### src/hdl/chbd_pkg.sv
// ----------------------------------------------------------------------------
// chbd_pkg
// Shared types and constants of the canonical Huffman bit decoder.
// ----------------------------------------------------------------------------
package chbd_pkg;

  // Item kinds carried on the op field
  typedef enum logic {
    OP_LOAD   = 1'b0,
    OP_DECODE = 1'b1
  } chbd_op_e;

  localparam int unsigned LENGTH_SLOTS = 16;  // count bytes at the head of a table
  localparam int unsigned SLOT_W       = 4;   // index into the per-length tables
  localparam int unsigned CODE_W       = 16;  // gathered code bits
  localparam int unsigned FIRST_W      = 17;  // canonical first code, wraps here
  localparam int unsigned BASE_W       = 9;   // running symbol base, wraps here
  localparam int unsigned POS_W        = 9;   // load position
  localparam int unsigned IDX_W        = 10;  // symbol base plus offset
  localparam int unsigned BYTE_W       = 8;
  localparam int unsigned QUEUE_DEPTH  = 4;   // result queue entries

  // Front-to-back request: one beat per finished code
  typedef struct packed {
    logic valid;  // a result is due
    logic err;    // no symbol, report an error
  } chbd_fetch_t;

endpackage

### src/hdl/chbd_ram.sv
// ----------------------------------------------------------------------------
// chbd_ram
// Generic single-write, single-read RAM with registered read data.
// ----------------------------------------------------------------------------
module chbd_ram #(
  parameter int unsigned WIDTH = 8,
  parameter int unsigned DEPTH = 256,
  parameter int unsigned AW    = (DEPTH > 1) ? $clog2(DEPTH) : 1
) (
  input  logic             clk_i,
  input  logic             we_i,
  input  logic [AW-1:0]    waddr_i,
  input  logic [WIDTH-1:0] wdata_i,
  input  logic             re_i,
  input  logic [AW-1:0]    raddr_i,
  output logic [WIDTH-1:0] rdata_o
);

  logic [WIDTH-1:0] mem_q [DEPTH];
  logic [WIDTH-1:0] rdata_q;

  always_ff @(posedge clk_i) begin
    if (we_i) begin
      mem_q[waddr_i] <= wdata_i;
    end
    if (re_i) begin
      rdata_q <= mem_q[raddr_i];
    end
  end

  assign rdata_o = rdata_q;

endmodule

### src/hdl/chbd_front.sv
// ----------------------------------------------------------------------------
// chbd_front
// Table builder and bit classifier: takes load and decode items, keeps the
// canonical length tables, writes symbols and issues symbol reads.
// ----------------------------------------------------------------------------
module chbd_front import chbd_pkg::*; #(
  parameter int unsigned MAX_CODE_LENGTH = 16,
  parameter int unsigned SYMBOL_COUNT    = 256,
  parameter int unsigned AW = (SYMBOL_COUNT > 1) ? $clog2(SYMBOL_COUNT) : 1
) (
  input  logic              clk_i,
  input  logic              rst_ni,
  input  logic              accept_i,
  input  logic              op_i,
  input  logic              restart_load_i,
  input  logic [BYTE_W-1:0] table_byte_i,
  input  logic              code_bit_i,
  output logic              mem_we_o,
  output logic [AW-1:0]     mem_waddr_o,
  output logic [BYTE_W-1:0] mem_wdata_o,
  output logic              mem_re_o,
  output logic [AW-1:0]     mem_raddr_o,
  output chbd_fetch_t       fetch_o
);

  localparam logic [POS_W-1:0] PosSlots = POS_W'(LENGTH_SLOTS);
  localparam logic [POS_W-1:0] PosLimit = POS_W'(LENGTH_SLOTS + SYMBOL_COUNT);
  localparam logic [IDX_W-1:0] IdxLimit = IDX_W'(SYMBOL_COUNT);
  localparam logic [4:0]       MaxLen   = 5'(MAX_CODE_LENGTH);

  logic [CODE_W-1:0]  accum_q, accum_d;
  logic [SLOT_W-1:0]  bits_q, bits_d;
  logic [BYTE_W-1:0]  count_q [LENGTH_SLOTS];
  logic [BYTE_W-1:0]  count_d [LENGTH_SLOTS];
  logic [FIRST_W-1:0] first_q [LENGTH_SLOTS];
  logic [FIRST_W-1:0] first_d [LENGTH_SLOTS];
  logic [BASE_W-1:0]  base_q  [LENGTH_SLOTS];
  logic [BASE_W-1:0]  base_d  [LENGTH_SLOTS];
  logic [POS_W-1:0]   pos_q, pos_d;
  logic [FIRST_W-1:0] nfc_q, nfc_d;
  logic [BASE_W-1:0]  nsb_q, nsb_d;
  chbd_fetch_t        fetch_q, fetch_d;

  logic [POS_W-1:0]   pos_eff;
  logic [FIRST_W-1:0] nfc_eff;
  logic [BASE_W-1:0]  nsb_eff;
  logic [CODE_W-1:0]  accum_n;
  logic [FIRST_W-1:0] offset;
  logic [IDX_W-1:0]   idx;
  logic               hit;

  always_comb begin
    accum_d     = accum_q;
    bits_d      = bits_q;
    count_d     = count_q;
    first_d     = first_q;
    base_d      = base_q;
    pos_d       = pos_q;
    nfc_d       = nfc_q;
    nsb_d       = nsb_q;
    fetch_d     = '0;
    mem_we_o    = 1'b0;
    mem_re_o    = 1'b0;
    mem_waddr_o = '0;
    mem_raddr_o = '0;

    pos_eff = restart_load_i ? '0 : pos_q;
    nfc_eff = restart_load_i ? '0 : nfc_q;
    nsb_eff = restart_load_i ? '0 : nsb_q;

    accum_n = {accum_q[CODE_W-2:0], code_bit_i};
    offset  = {1'b0, accum_n} - first_q[bits_q];
    hit     = (count_q[bits_q] != '0) && ({1'b0, accum_n} >= first_q[bits_q]) &&
              (offset < FIRST_W'(count_q[bits_q]));
    idx     = IDX_W'(base_q[bits_q]) + IDX_W'(offset[BYTE_W-1:0]);

    if (accept_i) begin
      if (op_i == OP_LOAD) begin
        // Any load byte drops a partial code
        accum_d = '0;
        bits_d  = '0;
        if (restart_load_i) begin
          for (int i = 0; i < LENGTH_SLOTS; i++) begin
            count_d[i] = '0;
            first_d[i] = '0;
            base_d[i]  = '0;
          end
          pos_d = '0;
          nfc_d = '0;
          nsb_d = '0;
        end
        if (pos_eff < PosSlots) begin
          count_d[pos_eff[SLOT_W-1:0]] = table_byte_i;
          first_d[pos_eff[SLOT_W-1:0]] = nfc_eff;
          base_d[pos_eff[SLOT_W-1:0]]  = nsb_eff;
          nfc_d = (nfc_eff + FIRST_W'(table_byte_i)) << 1;
          nsb_d = nsb_eff + BASE_W'(table_byte_i);
          pos_d = pos_eff + POS_W'(1);
        end else if (pos_eff < PosLimit) begin
          mem_we_o    = 1'b1;
          mem_waddr_o = AW'(pos_eff - PosSlots);
          pos_d       = pos_eff + POS_W'(1);
        end
      end else begin
        if (hit) begin
          accum_d       = '0;
          bits_d        = '0;
          fetch_d.valid = 1'b1;
          fetch_d.err   = !(idx < IdxLimit);
          mem_re_o      = (idx < IdxLimit);
          mem_raddr_o   = AW'(idx);
        end else if (({1'b0, bits_q} + 5'd1) >= MaxLen) begin
          accum_d       = '0;
          bits_d        = '0;
          fetch_d.valid = 1'b1;
          fetch_d.err   = 1'b1;
        end else begin
          accum_d = accum_n;
          bits_d  = bits_q + SLOT_W'(1);
        end
      end
    end
  end

  assign mem_wdata_o = table_byte_i;
  assign fetch_o     = fetch_q;

  always_ff @(posedge clk_i or negedge rst_ni) begin
    if (!rst_ni) begin
      accum_q <= '0;
      bits_q  <= '0;
      pos_q   <= '0;
      nfc_q   <= '0;
      nsb_q   <= '0;
      fetch_q <= '0;
      for (int i = 0; i < LENGTH_SLOTS; i++) begin
        count_q[i] <= '0;
        first_q[i] <= '0;
        base_q[i]  <= '0;
      end
    end else begin
      accum_q <= accum_d;
      bits_q  <= bits_d;
      pos_q   <= pos_d;
      nfc_q   <= nfc_d;
      nsb_q   <= nsb_d;
      fetch_q <= fetch_d;
      count_q <= count_d;
      first_q <= first_d;
      base_q  <= base_d;
    end
  end

endmodule

### src/hdl/chbd_queue.sv
// ----------------------------------------------------------------------------
// chbd_queue
// Small result queue: holds finished symbols until the consumer pops them.
// ----------------------------------------------------------------------------
module chbd_queue import chbd_pkg::*; #(
  parameter int unsigned DEPTH = 4,
  parameter int unsigned PW    = (DEPTH > 1) ? $clog2(DEPTH) : 1,
  parameter int unsigned CW    = $clog2(DEPTH + 1)
) (
  input  logic              clk_i,
  input  logic              rst_ni,
  input  logic              push_i,
  input  logic [BYTE_W-1:0] symbol_i,
  input  logic              error_i,
  input  logic              pop_i,
  output logic              empty_o,
  output logic [CW-1:0]     count_o,
  output logic [BYTE_W-1:0] symbol_o,
  output logic              error_o
);

  logic [BYTE_W-1:0] sym_q [DEPTH];
  logic              err_q [DEPTH];
  logic [PW-1:0]     wr_q, wr_d, rd_q, rd_d;
  logic [CW-1:0]     cnt_q, cnt_d;
  logic              do_pop;

  assign empty_o = (cnt_q == '0);
  assign count_o = cnt_q;
  assign do_pop  = pop_i && !empty_o;
  assign symbol_o = sym_q[rd_q];
  assign error_o  = err_q[rd_q];

  always_comb begin
    wr_d  = wr_q;
    rd_d  = rd_q;
    cnt_d = cnt_q;
    if (push_i) begin
      wr_d = (wr_q == PW'(DEPTH - 1)) ? '0 : wr_q + PW'(1);
    end
    if (do_pop) begin
      rd_d = (rd_q == PW'(DEPTH - 1)) ? '0 : rd_q + PW'(1);
    end
    if (push_i && !do_pop) begin
      cnt_d = cnt_q + CW'(1);
    end else if (!push_i && do_pop) begin
      cnt_d = cnt_q - CW'(1);
    end
  end

  always_ff @(posedge clk_i) begin
    if (push_i) begin
      sym_q[wr_q] <= symbol_i;
      err_q[wr_q] <= error_i;
    end
  end

  always_ff @(posedge clk_i or negedge rst_ni) begin
    if (!rst_ni) begin
      wr_q  <= '0;
      rd_q  <= '0;
      cnt_q <= '0;
    end else begin
      wr_q  <= wr_d;
      rd_q  <= rd_d;
      cnt_q <= cnt_d;
    end
  end

endmodule

### src/hdl/canonical_huffman_bit_decoder_unit.sv
// Result path: a finishing decode bit shows on the result ports after its beat is
//   accepted, through the symbol RAM read register and then the result queue.
// Throughput: one item per cycle while full is low, load or decode; the symbol RAM
//   takes one write or one read per cycle and the length tables are checked combinationally.
// Reset: asynchronous, active low; clears the length tables, gather state,
//   load position and queue. The symbol RAM keeps its contents undefined.
// ----------------------------------------------------------------------------
// canonical_huffman_bit_decoder_unit
// Canonical Huffman decoder with a JPEG-layout table, one code bit per beat.
// ----------------------------------------------------------------------------
module canonical_huffman_bit_decoder_unit import chbd_pkg::*; #(
  parameter int unsigned MAX_CODE_LENGTH = 16,
  parameter int unsigned SYMBOL_COUNT    = 256
) (
  input  logic              clk_i,
  input  logic              rst_ni,
  // input queue side
  input  logic              push,
  output logic              full,
  input  logic              op_i,
  input  logic              restart_load_i,
  input  logic [BYTE_W-1:0] table_byte_i,
  input  logic              code_bit_i,
  // result queue side
  output logic              empty,
  input  logic              pop,
  output logic [BYTE_W-1:0] symbol_o,
  output logic              error_o
);

  localparam int unsigned AW = (SYMBOL_COUNT > 1) ? $clog2(SYMBOL_COUNT) : 1;
  localparam int unsigned CW = $clog2(QUEUE_DEPTH + 1);

  logic              accept;
  logic              mem_we;
  logic [AW-1:0]     mem_waddr;
  logic [BYTE_W-1:0] mem_wdata;
  logic              mem_re;
  logic [AW-1:0]     mem_raddr;
  logic [BYTE_W-1:0] mem_rdata;
  chbd_fetch_t       fetch;
  logic [CW-1:0]     q_count;
  logic [BYTE_W-1:0] res_symbol;
  logic [CW:0]       in_flight;

  // Hold off new beats once the queue plus the fetch stage could overflow.
  // The fetch stage always pushes, so reserve its slot ahead of time.
  assign in_flight = {1'b0, q_count} + (CW + 1)'(fetch.valid);
  assign full      = (in_flight >= (CW + 1)'(QUEUE_DEPTH - 1));
  assign accept    = push && !full;

  // Front: table build, bit gathering, match against canonical ranges
  chbd_front #(
    .MAX_CODE_LENGTH (MAX_CODE_LENGTH),
    .SYMBOL_COUNT    (SYMBOL_COUNT),
    .AW              (AW)
  ) u_front (
    .clk_i          (clk_i),
    .rst_ni         (rst_ni),
    .accept_i       (accept),
    .op_i           (op_i),
    .restart_load_i (restart_load_i),
    .table_byte_i   (table_byte_i),
    .code_bit_i     (code_bit_i),
    .mem_we_o       (mem_we),
    .mem_waddr_o    (mem_waddr),
    .mem_wdata_o    (mem_wdata),
    .mem_re_o       (mem_re),
    .mem_raddr_o    (mem_raddr),
    .fetch_o        (fetch)
  );

  // Symbol store in canonical code order
  chbd_ram #(
    .WIDTH (BYTE_W),
    .DEPTH (SYMBOL_COUNT),
    .AW    (AW)
  ) u_symbols (
    .clk_i   (clk_i),
    .we_i    (mem_we),
    .waddr_i (mem_waddr),
    .wdata_i (mem_wdata),
    .re_i    (mem_re),
    .raddr_i (mem_raddr),
    .rdata_o (mem_rdata)
  );

  // Back: error results carry symbol zero; valid ones take the RAM data
  assign res_symbol = fetch.err ? '0 : mem_rdata;

  chbd_queue #(
    .DEPTH (QUEUE_DEPTH),
    .CW    (CW)
  ) u_results (
    .clk_i    (clk_i),
    .rst_ni   (rst_ni),
    .push_i   (fetch.valid),
    .symbol_i (res_symbol),
    .error_i  (fetch.err),
    .pop_i    (pop),
    .empty_o  (empty),
    .count_o  (q_count),
    .symbol_o (symbol_o),
    .error_o  (error_o)
  );

endmodule

### config.mk
export PLATFORM = sky130hd
export DESIGN_NAME = canonical_huffman_bit_decoder_unit
export DESIGN_NICKNAME = d
export VERILOG_FILES = /design/src/hdl/chbd_pkg.sv /design/src/hdl/chbd_ram.sv /design/src/hdl/chbd_front.sv /design/src/hdl/chbd_queue.sv /design/src/hdl/canonical_huffman_bit_decoder_unit.sv
export SDC_FILE = /design/constraint.sdc
export NUM_CORES = 2
export LEC_CHECK = 0
export BUFFER_PORTS_ARGS = -buffer_cell sky130_fd_sc_hd__buf_2
export CELL_PAD_IN_SITES_DETAIL_PLACEMENT = 0
export CELL_PAD_IN_SITES_GLOBAL_PLACEMENT = 2
export CORE_ASPECT_RATIO = 1.25
export CORE_MARGIN = 2
export CORE_UTILIZATION = 52
export CTS_BUF_LIST = sky130_fd_sc_hd__clkbuf_2 sky130_fd_sc_hd__clkbuf_4 sky130_fd_sc_hd__clkbuf_8
export CTS_CLUSTER_DIAMETER = 30
export DETAILED_ROUTE_END_ITERATION = 7
export HOLD_SLACK_MARGIN = 0.05
export PLACE_DENSITY_LB_ADDON = 0.1
export SYNTH_ARGS = -nofsm -noshare
export SYNTH_HDL_FRONTEND = slang
export SYNTH_SLANG_ARGS = --single-unit
export TNS_END_PERCENT = 50
### constraint.sdc
create_clock -name clk_i -period 15.1 [get_ports clk_i]
set_input_delay 0.755 -clock clk_i [delete_from_list [all_inputs] [get_ports clk_i]]
set_output_delay 0.755 -clock clk_i [all_outputs]
set_load 0.03 [all_outputs]
======== Word level (Yosys, flattened, before mapping) ========
Memories as Yosys holds them, arrays and structs flattened. A register that Yosys moved wholly into a read port is not among the register bits.
Index checks and enable logic that the tools add are counted.
W data, S select, Z words.
storage, ports and cells
  bits in registers ....................... 607
  bits in writable memories ............... 2,084
  input port bits ......................... 15
  output and inout port bits .............. 11
  word-level logic and storage cells ...... 175
  memories ................................ 3
cells by class
  $add $sub $neg .......................... 13
  order comparisons ....................... 10
  equal/unequal tests ..................... 2
  mux-type cells .......................... 70
  bitwise gates (word level) .............. 3
  reductions and logical operators ........ 16
memories
  name             words  bits a word  read ports  clocked after memory_dff  write ports  RTL line          text
  u_symbols.mem_q  256    8            1           1                         1            chbd_ram.sv:19    logic [WIDTH-1:0] mem_q [DEPTH];
  u_results.sym_q  4      8            1           0                         1            chbd_queue.sv:22  logic [BYTE_W-1:0] sym_q [DEPTH];
  u_results.err_q  4      1            1           0                         1            chbd_queue.sv:23  logic err_q [DEPTH];
operators with widths
  kind                  count
  $mux W272             4
  $mux W144             4
  $mux W128             4
  $bwmux W272           1
  $bwmux W144           1
  $bwmux W128           1
  $mux W8               11
  $mux W17              5
  $mux W9               8
  $bmux W17 S4          1
  $demux W17 S4         1
  $mux W15              3
  $bmux W9 S4           1
  $demux W9 S4          1
  $bmux W8 S4           1
  $demux W8 S4          1
  $ge A16 B17 Y1        1
  $lt A17 B8 Y1         1
  $sub A16 B17 Y17      1
  $add A16 B8 Y16       1
  $ge A5 B5 Y1 const B  3
  $mux W2               6
  $mux W4               3
  $mux W1               11
  25 further kinds      39

======== Logic depth before layout (Yosys ltp) ========
  word-level depth ........................ 11
  depth in mapped cells ................... 33
  gate-level depth less buffers ........... 24

======== By module ========
A second synthesis with hierarchy kept.
second synthesis, totals
  cell total of the unflattened synthesis .. 6,843
  area total of the unflattened synthesis .. 111,363.1 sq um
modules (own cells, without submodules)
  module                              times used  cells an instance  area an instance (sq um)  seq. area each (sq um)
  chbd_ram                            1           3,733              79,636.4                  61,739.2
  chbd_front                          1           3,011              29,887.4                  15,014.4
  chbd_queue                          1           83                 1,727.9                   1,256.2
  canonical_huffman_bit_decoder_unit  1           16                 111.4                     0.0

======== Worst setup path after synthesis ========
No wires, ideal clock.
  path kind ............................... reg-to-reg
  start ................................... reg u_front.bits_q[0]
  end ..................................... reg u_symbols.rdata_q[0] (netlist: u_symbols.rdata_o[0]) (read register of u_symbols.mem_q) (data pin)
  library setup time ...................... 0.266 ns
  arrival time ............................ 7.487 ns
  required time ........................... 14.834 ns
  slack ................................... 7.347 ns
  cell stages (with the launch flop) ...... 33
  buffers on the path ..................... 10
  period minus slack after synthesis ...... 7.753 ns
  cells stage by stage .................... dfrtp_1 -> buf_6 -> buf_12 -> buf_12 -> buf_4 -> buf_1 -> buf_1 -> buf_1 -> mux4_2 -> mux4_2 -> ha_1 -> nor2b_1 -> o2111a_1 -> or3_1 -> nor2b_1 -> xor2_1 -> ha_1 -> nand3_1 -> nor2_1 -> o21a_1 -> a2111o_1 -> or4_1 -> nor4_1 -> buf_4 -> buf_8 -> buf_4 -> mux2i_1 -> o22ai_1 -> nor3_1 -> nor2_1 -> a22o_1 -> nor4_1 -> a211oi_1
on the way
  longest elaborated chain between the ends .. 10
  elaborated cells between the ends (all ways) .. 24
  those cells by class .................... add/sub: 2; order compare: 3; mux: 15; bitwise: 1; reduce/logical: 3
ends and longest elaborated chain
  element                                                                 RTL line                                              text
  start: declaration                                                      chbd_front.sv:32                                      logic [SLOT_W-1:0] bits_q, bits_d;
  start signal: assignment                                                chbd_front.sv:143                                     bits_q <= bits_d;
  $not A4 Y5 (implied by the code) *                                      --
  $bmux W17 S4 or $bmux W8 S4 (tied branches)                             chbd_front.sv:72, chbd_front.sv:73, chbd_front.sv:74
  $mux W17 (implied by the code) or $mux W8 (tied branches) (2 in a row)  chbd_front.sv:72, chbd_front.sv:73, chbd_front.sv:74
  $sub A16 B17 Y17 (tied with other cells)                                chbd_front.sv:72                                      offset = {1'b0, accum_n} - first_q[bits_q];
  $add A9 B8 Y10 (tied with other cells)                                  chbd_front.sv:75                                      idx = IDX_W'(base_q[bits_q]) + IDX_W'(offset[BYTE_W-1:0]);
  $lt A10 B9 Y1 or $logic_and A1 B1 Y1 (tied branches)                    chbd_front.sv:110, chbd_front.sv:73
  $mux W1 or $mux W8 (tied branches)                                      chbd_front.sv:105                                     if (hit) begin
  $mux W1 or $mux W8 (tied branches)                                      chbd_front.sv:78                                      if (op_i == OP_LOAD) begin
  $mux W1 or $mux W8 (tied branches)                                      chbd_front.sv:77                                      if (accept_i) begin
  end: declaration                                                        chbd_ram.sv:20                                        logic [WIDTH-1:0] rdata_q;
Mark *: on every way between the ends. The rest lies on a longest branch, timed or not. The select of a mux whose other input is x is not followed.
A chain may end at the register's enable or synchronous reset.

======== Final worst setup path ========
  start ................................... reg u_front.bits_q[0]
  end ..................................... reg u_symbols.rdata_q[6] (netlist: u_symbols.rdata_o[6]) (read register of u_symbols.mem_q) (data pin)
Same word-level chain as after synthesis.

==> impl_results.rst <==
.. list-table::
   :header-rows: 1

   * - Metric
     - Value
   * - Run status
     - finished, violations left
   * - Violated checks
     - capacitance limit, slew limit
   * - Finished layout cell area
     - between 0.1 and 0.15 mm2
   * - Sequential share of the synthesized area
     - slightly below 70%
   * - # nets final
     - 8060
   * - TritonCTS buffer count
     - 479
   * - Chip Width
     - ~420 um
   * - RSZ-0062 raised after global routing
     - false
   * - Combined area of the multi-input logic cells
     - around 0.032 mm2
   * - Clk root buf
     - clkbuf_8
   * - Clock network latency to the later pin of the worst-skew pair
     - about 1000 ps
   * - Antenna violations before repair
     - 12
   * - Via count of the routed design
     - ~70000
   * - Total I/O pin count
     - 26
   * - Most used standard cell by instance count after synthesis
     - edfxtp_1
   * - Input/output buffers
     - 25
   * - Setup Crit Path Kind
     - reg -> reg
   * - Global-route wire length before repair
     - approximately 470000 um
   * - Achievable frequency
     - around 0.10 GHz
   * - Clock skew after layout
     - around 77 ps
   * - Crit path capture type
     - register
   * - GRT Residual Overflow
     - 0
   * - HPWL after DPL
     - roughly 190000 um
   * - Transition time of the tightest slew-check pin
     - between 1500 and 2000 ps
   * - Maximum vdd ir drop
     - 0.1607 mV
   * - Share of the synthesized area in the top cell type
     - 55.82%
   * - Worst-case hold slack
     - about 140 ps
   * - Placed cell area
     - between 0.1 and 0.15 mm2
   * - Count of antenna-violating nets left after detailed routing
     - 0
   * - WP data required
     - roughly 16000 ps
   * - Fill cells
     - between 15000 and 20000
   * - Synth top area cells
     - edfxtp_1 56%, dfrtp_1 13%, mux2i_1 9.3%
   * - P_leak
     - ~42 nW
   * - Die footprint
     - approximately 0.22 mm2
   * - Maximum clock path buffer count
     - 4
   * - Standard-cell rows
     - 190
   * - Total of flip-flops plus latches after synthesis
     - about 2700
   * - Cell type with the largest total area after synthesis
     - edfxtp_1
   * - Number of synthesized flops with an enable pin
     - between 2000 and 2500
   * - Initial cell density of the core
     - 52.42%
   * - Total routed wirelength
     - 326500 um
   * - Pwr/cell area
     - ~140 mW/mm2
   * - Path class of the lowest-slack min-delay path
     - in -> reg
   * - Cell count after synthesis
     - a little under 8000
   * - Post-synthesis to final-layout area growth
     - 11.32%
   * - Sequential cell area
     - about 0.078 mm2
   * - Setup TNS
     - 0 ps
   * - Critical Path Start Type
     - register
   * - Core ar.
     - between 0.2 and 0.25 mm2
   * - Post-layout minimum cycle time
     - 9818 ps
   * - Number of global-route vias before repair
     - 68880
   * - Number of sinks on the clock net
     - roughly 2700
   * - Most common flop cell mapped by yosys
     - edfxtp_1
   * - Final cycle utilization of the critical path
     - ~65%
   * - Cell area after synthesis
     - 0.1125 mm2
   * - Commonest cells post-synth
     - 2092 x edfxtp_1, 1043 x mux2i_1, 927 x nand2_1, 607 x dfrtp_1, 538 x o22ai_1
   * - Final Hold Violating Endpoints
     - 0
   * - Biggest fanout along the worst timing path
     - 109
   * - TritonCTS clock tree
     - done
   * - Maximum number of pins on one net before global-route repair
     - between 200 and 250
   * - Count of pins over their slew limit
     - 5
   * - Mean area per synthesized cell
     - 14.22 um2
   * - Initial DRC Count
     - around 6200
   * - H-Tree Depth
     - 5
   * - Minimum setup slack after placement
     - just over 5000 ps
   * - Crit path arrival time
     - ~11000 ps
   * - Share of layout cells above drive strength 1
     - 14.56%
   * - Number of iterations in the first detailed-routing pass
     - 6
   * - Resized Gates After CTS
     - 0
   * - Net count after synthesis
     - around 8000
   * - Count of yosys warnings during synthesis
     - 0
   * - Overall die height
     - approximately 520 um
   * - Weighted congestion reported at the end of routability-driven placement
     - just under 0.9
   * - Async S/R FF share, synth
     - about 22%
   * - Smallest setup slack after layout
     - between 5000 and 6000 ps
   * - Remaining DRCs
     - 0
   * - Distinct cells, synth
     - 65
   * - Wire length per cell
     - 28.99 um
   * - Endpoints failing setup
     - 0
   * - Via count normalized by instance count
     - approximately 6.0
   * - Max-Cap Viols
     - 1
   * - Clock transition at the registers of the reported paths
     - 60 ps
   * - Slew margin rel.
     - -4.446%
   * - Total global routing track utilization
     - between 20% and 30%
## cells by family (layout without fill, tap and decap cells)
family / after synthesis / count (layout) / share of synthesized area (%)
DFF: 2699 / 2699 / 69.32
AOI/OAI and AO/OA: 1198 / 1198 / 6.323
and+or+nand+nor: 2045 / 2045 / 7.746
other: 0 / 18 / 0
buffers and inverters: 643 / 1092 / 2.810
xor gates and xnor gates: 43 / 43 / 0.3347
adders and majority gates: 68 / 68 / 0.7894
muxes: 1219 / 1219 / 12.68
## sequential cells by signal, summed over array words and instances (netlist names)
signal and count:
u_front.bits_q 4, u_front.nfc_q 17, u_results.count_o 3, u_front.count_q 128, u_front.nsb_q 9, u_results.rd_q 2
u_front.fetch_o 2, u_symbols.mem_q 2048, u_front.accum_q 15, u_front.base_q 144, u_results.err_q 4, u_results.sym_q 32
u_front.pos_q 9, u_front.first_q 272, u_results.wr_q 2, u_symbols.rdata_o 8
## power by group
| part | internal (mW) | total (mW) | switching (mW) |
|---|---|---|---|
| clock network | 4.09 | 7.18 | 3.09 |
| registers | 8.17 | 8.42 | 0.245 |
| logic | 0.837 | 2.32 | 1.48 |
## worst paths after layout
kind / slack [ps] / from / cells after the start / to
worst min register to register: 480 / u_front.accum_q[7]$_DFFE_PN0P_ / 1 / u_front.accum_q[8]$_DFFE_PN0P_
worst max register to register: 5280 / u_front.bits_q[0]$_DFFE_PN0P_ / 26 / u_symbols.rdata_o[6]$_DFFE_PP_
worst min-delay path: 140 / table_byte_i[5] / 1 / u_symbols.mem_q[253][5]$_DFFE_PP_
worst max-delay path: 5280 / u_front.bits_q[0]$_DFFE_PN0P_ / 26 / u_symbols.rdata_o[6]$_DFFE_PP_
min in group asynchronous: 410 / rst_ni / 2 / u_front.nsb_q[7]$_DFFE_PN0P_
max in group asynchronous: 11430 / rst_ni / 5 / u_front.first_q[227]$_DFFE_PN0P_
## timing repair
| item | 4_1_cts | 5_1_grt |
|---|---|---|
| hold buffers | 6 | 0 |
| setup endpoints to repair | 0 | 0 |
| endpoints found under the hold margin | 128 | 0 |
| setup buffers | 0 | 0 |
## through the flow
| stage | std cells | power, mW | util [%] |
|---|---|---|---|
| floorplan | 7915 | 9.950 | - |
| global placement | 10370 | 10.84 | 53.54 |
| detailed placement | 10370 | 10.86 | 53.54 |
| CTS | 11240 | 18.00 | 58.34 |
| global route | 11250 | 18.55 | 58.35 |
| finish | 11260 | 17.91 | 58.36 |
## per-layer routing
layer  part of all wire, %  track usage [%]
met4                   4.9            13.17
met3                   6.1            4.786
met5                 0.014                0
met2                    50            50.34
met1                    39            37.07
## area by class of cell
| type | count | area share, % |
|---|---|---|
| antenna | 18 | 0.03596 |
| clock buffer | 606 | 6.183 |
| clock inverter | 262 | 1.981 |
| inverter | 51 | 0.1528 |
| multi-input combinational | 4573 | 25.27 |
| sequential | 2699 | 62.28 |
| tap | 2880 | 2.876 |
| timing repair buffer | 173 | 1.220 |
## cell usage in the layout (no fill, tap or decap), types with 95 or more instances in the layout
| cell type | n |
|---|---|
| edfxtp_1 | 2092 |
| mux2i_1 | 1043 |
| nand2_1 | 920 |
| dfrtp_1 | 603 |
| o22ai_1 | 538 |
| clkbuf_8 | 511 |
| nor2_1 | 432 |
| a21oi_1 | 324 |
| nand3_1 | 273 |
| nor3_1 | 253 |
| o21ai_0 | 192 |
| mux4_2 | 164 |
| buf_4 | 127 |
| clkinv_2 | 100 |
| clkbuf_4 | 95 |
## worst max-delay path, stage by stage, from the launching register on
cell and delay (ps):
dfrtp_4 610, buf_12 550, mux4_2 600, mux4_2 470
inv_1 110, ha_1 230, nor2b_1 140, o2111a_1 270
or3_1 400, nor2b_1 160, xor2_1 310, ha_1 320
nand3_1 120, nor2_1 60, o21a_1 120, a2111o_1 280
or4_1 520, nor4_2 600, buf_12 560, buf_12 680
mux2i_1 270, o22ai_1 100, nor3_1 250, nor2_1 130
a22o_1 330, nor4_1 960, nor4_1 120
Power figures use the tool's default switching activity.
